$ cat config.mk
export PLATFORM = sky130hd
export DESIGN_NAME = pal_cell
export DESIGN_NICKNAME = d
export VERILOG_FILES = /design/src/hw/rtl/pal_pkg.sv /design/src/hw/rtl/pal_cell.sv
export SDC_FILE = /design/constraint.sdc
export NUM_CORES = 1
export LEC_CHECK = 0
export ABC_CLOCK_PERIOD_IN_PS = 4400
export BUFFER_PORTS_ARGS = -buffer_cell sky130_fd_sc_hd__buf_2
export CAP_MARGIN = 10
export CORE_UTILIZATION = 42
export CTS_CLUSTER_SIZE = 28
export DETAILED_ROUTE_END_ITERATION = 8
export PLACE_DENSITY = 0.82
export SYNTH_ARGS = -nofsm -noshare
export SYNTH_HDL_FRONTEND = slang
export SYNTH_SLANG_ARGS = --single-unit
export TNS_END_PERCENT = 5
$ cat constraint.sdc
create_clock -name clock -period 4.4 [get_ports clock]
set_input_delay 0.22 -clock clock [delete_from_list [all_inputs] [get_ports clock]]
set_output_delay 0.22 -clock clock [all_outputs]
set_load 0.03 [all_outputs]
$ cat src/hw/rtl/pal_pkg.sv
// ----------------------------------------------------------------------------
// pal_pkg
// Shared constants, types and word helpers for the positional array list.
// ----------------------------------------------------------------------------
package pal_pkg;

   // Store geometry
   localparam int CAPACITY      = 64;
   localparam int ELEMENT_WIDTH = 32;
   localparam int IDX_W         = $clog2(CAPACITY);
   localparam int CNT_W         = $clog2(CAPACITY + 1);

   // Fixed field widths
   localparam int KIND_W = 3;
   localparam int POS_W  = 7;
   localparam int VAL_W  = 32;
   localparam int STAT_W = 2;

   // Width for position/length compares
   localparam int CMP_W = ((CNT_W > POS_W) ? CNT_W : POS_W) + 1;

   // First-match search: groups of eight cells
   localparam int GROUP      = 8;
   localparam int GIDX_W     = 3;
   localparam int NUM_GROUPS = (CAPACITY + GROUP - 1) / GROUP;
   localparam int NG_W       = (NUM_GROUPS > 1) ? $clog2(NUM_GROUPS) : 1;

   typedef logic [ELEMENT_WIDTH-1:0] word_type;

   typedef enum logic [KIND_W-1:0] {
      KIND_INSERT = 3'd0,
      KIND_DELETE = 3'd1,
      KIND_GET    = 3'd2,
      KIND_LOCATE = 3'd3,
      KIND_CLEAR  = 3'd4
   } kind_type;

   typedef enum logic [STAT_W-1:0] {
      STATUS_OK        = 2'd0,
      STATUS_BAD_POS   = 2'd1,
      STATUS_FULL      = 2'd2,
      STATUS_NOT_FOUND = 2'd3
   } status_type;

   typedef enum logic [1:0] {
      ST_IDLE,
      ST_EXEC,
      ST_RESOLVE
   } state_type;

   typedef enum logic [1:0] {
      CELL_HOLD,
      CELL_INSERT,
      CELL_DELETE
   } cell_op_type;

   // Broadcast to every cell of the row
   typedef struct packed {
      cell_op_type             op;
      logic [IDX_W-1:0]        idx;
      word_type                word;
      logic [CNT_W-1:0]        count;
   } cell_ctrl_type;

   // 32-bit input value, sign-extended, kept in ELEMENT_WIDTH bits
   function automatic word_type to_word(input logic [VAL_W-1:0] v);
      logic [63:0] ext;
      ext = {{32{v[VAL_W-1]}}, v};
      return ext[ELEMENT_WIDTH-1:0];
   endfunction

   // Stored word, sign-extended from ELEMENT_WIDTH bits, cut to 32 bits
   function automatic logic [VAL_W-1:0] word_out(input word_type w);
      logic [63:0] ext;
      ext = {{(64 - ELEMENT_WIDTH){w[ELEMENT_WIDTH-1]}}, w};
      return ext[VAL_W-1:0];
   endfunction

endpackage

$ cat src/hw/rtl/pal_cell.sv
// ----------------------------------------------------------------------------
// pal_cell
// One list entry: shifts up or down with its neighbors, compares and selects.
// ----------------------------------------------------------------------------
module pal_cell import pal_pkg::*; (
   input  logic              clock,
   input  cell_ctrl_type     ctrl,
   input  logic [IDX_W-1:0]  index,
   input  word_type          lower_word,
   input  word_type          upper_word,
   output word_type          word,
   output logic              match,
   output word_type          pick
);

   word_type word_ff;
   word_type word_in;
   logic     at_idx;
   logic     above_idx;
   logic     in_list;

   // Position relative to the command target
   assign at_idx    = (index == ctrl.idx);
   assign above_idx = (index > ctrl.idx);
   assign in_list   = ({1'b0, index} < (IDX_W + 1)'(ctrl.count));

   // Next entry value
   always_comb begin
      word_in = word_ff;
      case (ctrl.op)
         CELL_INSERT: begin
            if (above_idx) word_in = lower_word;
            else if (at_idx) word_in = ctrl.word;
         end
         CELL_DELETE: begin
            if (at_idx || above_idx) word_in = upper_word;
         end
         default: word_in = word_ff;
      endcase
   end

   always_ff @(posedge clock) begin
      word_ff <= word_in;
   end

   // Compare and select on the current contents
   assign word  = word_ff;
   assign match = in_list && (word_ff == ctrl.word);
   assign pick  = at_idx ? word_ff : '0;

endmodule

==> impl_metrics.py <==
metrics = {
    "outcome": {
        "status": "complete, no violations",
    },
    "clocking": {
        "cts_buffer_depth": 2,
        "cts_tree": "done",
        "post_cts_buffers": 0,
        "cts_buffers": 5,
        "cts.sinks": 32,
        "clkTransAtPathRegs_ns": 0.07,
        "ctsHoldBuffers": 0,
        "cts_root_buffer": "clkbuf_8",
        "cts_resized": 0,
        "htreeDepth": 2,
    },
    "floorplanning": {
        "initial_core_util_pct": 43.3,
        "die_w_um": 80.1,
        "io_pins": 183,
        "die_y_um": 80.1,
        "die-area_um2": 6420,
        "core_um2": 5920,
        "num_rows": 28,
    },
    "placed_design": {
        "place_area_um2": 3520,
        "port_buffers": 182,
        "dp_hpwl_um": 6230,
        "gp_congestion": 0.778,
    },
    "logic_synthesis": {
        "synthesis.area_um2": 2560,
        "synth_cell_types": 29,
        "syn_inst": 263,
        "ys_warn_count": 0,
        "avgSynthCellArea_um2": 9.75,
        "synth-seq-area-share_pct": 37.5,
        "synth-seq-cells": 32,
        "synth_fp_nets": 392,
    },
    "routing": {
        "via_count": 2591,
        "routed_via_density": 5.04,
        "initialDrtViolationCount": 75,
        "dr.pass1.iters": 6,
        "drc": 0,
        "avgRoutedWirePerCell_um": 15.3,
        "postRouteAntennaNets": 0,
        "routed_wl_um": 7880,
    },
    "grt": {
        "grt_first_pass_wirelength_um": 11300,
        "grt_max_degree": 65,
        "antenna_found_initial": 0,
        "grt-ovfl-total": 0,
        "grt_pass1_vias": 2373,
        "grt_use_total_pct": 23.7,
    },
    "final_layout": {
        "layout_commonest_cell": "buf_2",
        "largest_reg_flops": 32,
        "n_antenna_cell": 0,
        "area_growth_pct": 41.5,
        "nets": 567,
        "layout_common_cells": "182 x buf_2, 34 x a21oi_1",
        "design_area_um2": 3630,
        "drive_gt1_share_pct": 45.3,
    },
    "power": {
        "vdd_drop_max_uv": 179,
        "cellLeakagePower_nw": 1.96,
        "powerDensity_nw_per_um2": 293,
    },
    "critical_path": {
        "worstPathArrival_ns": 2.63,
        "start_kind": "primary input",
        "crit_required_ns": 4.41,
        "crit_fanout": 35,
        "endpoint_kind": "register",
        "critical_path_class": "in -> reg",
    },
    "sta": {
        "fin_crit_sh_pct": 59.7,
        "tns_ns": 0,
        "hold_viol_final": 0,
        "fmax_ghz": 0.381,
        "setup_viol": 0,
        "tightest_slew_ns": 1.06,
        "slew_headroom_pct": 29.1,
        "slew_violations": 0,
        "rsz0062_at_grt": "no",
        "min_period_ns": 2.63,
    },
    "job": {
        "cap_violations": 0,
    },
    "hold_path": {
        "hold_class": "in -> reg",
    },
}
## cell families after synthesis
kind of cell,share of synthesized area (%)
AO/OA/AOI/OAI,10.0
AND/OR/NAND/NOR,17.4
buffers and inverters,6.00
multiplexers,12.5
adder cells (fa/ha/maj),5.37
flip-flops,37.5
XOR/XNOR,11.3
## final timing paths
check / startpoint / end / cells after the start / slack, ns
setup / recovery: index[5] / word[19] / 9 / 1.77
hold / removal: upper_word[13] / word[13] / 3 / 0.26
## critical path, cell delays in order
cell and delay, ns:
buf_2 0.11, ha_1 0.28, and4_1 0.19, buf_4 0.32
o21ai_4 0.13, a32oi_4 0.79, buf_12 0.26, mux2i_1 0.21
a21oi_1 0.09
## layout make-up
cell class                      instances  area (um2)
Clock inverter                          2        11.3
Sequential cell                        32         961
Multi-Input combinational cell        201        1470
Inverter                               12        45.0
Tap cell                               75        93.8
Clock buffer                            6        72.6
Timing Repair Buffer                  186         973
Fill cell                             547        2290
## synth_stat cells
cell,instances,share of area (%)
a21o_1,3,0.88
a21oi_1,34,6.6
a32oi_4,1,1.1
a41oi_1,1,0.34
and2_1,1,0.24
and2b_1,1,0.29
and3_1,30,7.3
and3_2,3,0.88
and4_1,1,0.34
buf_1,1,0.15
buf_6,1,0.44
buf_8,3,1.8
clkbuf_1,13,1.9
edfxtp_1,32,37
ha_1,11,5.4
inv_1,12,1.8
mux2i_1,32,12
nand2_1,1,0.15
nand2b_1,2,0.49
nand4_1,2,0.49
nand4b_1,1,0.34
nor2_1,32,4.7
nor3_1,1,0.20
nor4_1,8,2.0
o21ai_1,1,0.20
o21ai_4,1,0.63
o22ai_1,1,0.24
xnor2_1,1,0.34
xor2_1,32,11
## power by group
group	switching, mW	internal [mW]
logic	0.252	0.159
clock network	0.109	0.110
registers	0.0368	0.395
total	0.398	0.664
## metal layers
| layer | track usage (%) | part of all wire (%) |
|---|---|---|
| met1 | 27.2 | 40 |
| met2 | 43.6 | 51 |
| met3 | 5.45 | 7.4 |
| met4 | 6.96 | 1.4 |
| met5 | 0 | 0 |
## stage by stage
step / hold slack (ns) / util, % / setup slack, ns / std cells / total power, mW
after floorplan: 0.450 / - / 1.22 / 263 / 0.696
after global placement: 0.548 / 59.4 / 1.44 / 505 / 0.835
after detailed placement: 0.551 / 59.4 / 1.30 / 505 / 0.847
after CTS: 0.256 / 60.8 / 1.59 / 513 / 1.07
after global routing: 0.259 / 61.3 / 1.60 / 514 / 1.12
final: 0.263 / 61.3 / 1.77 / 514 / 1.06
No activity file was read; power rests on OpenSTA's default activity.
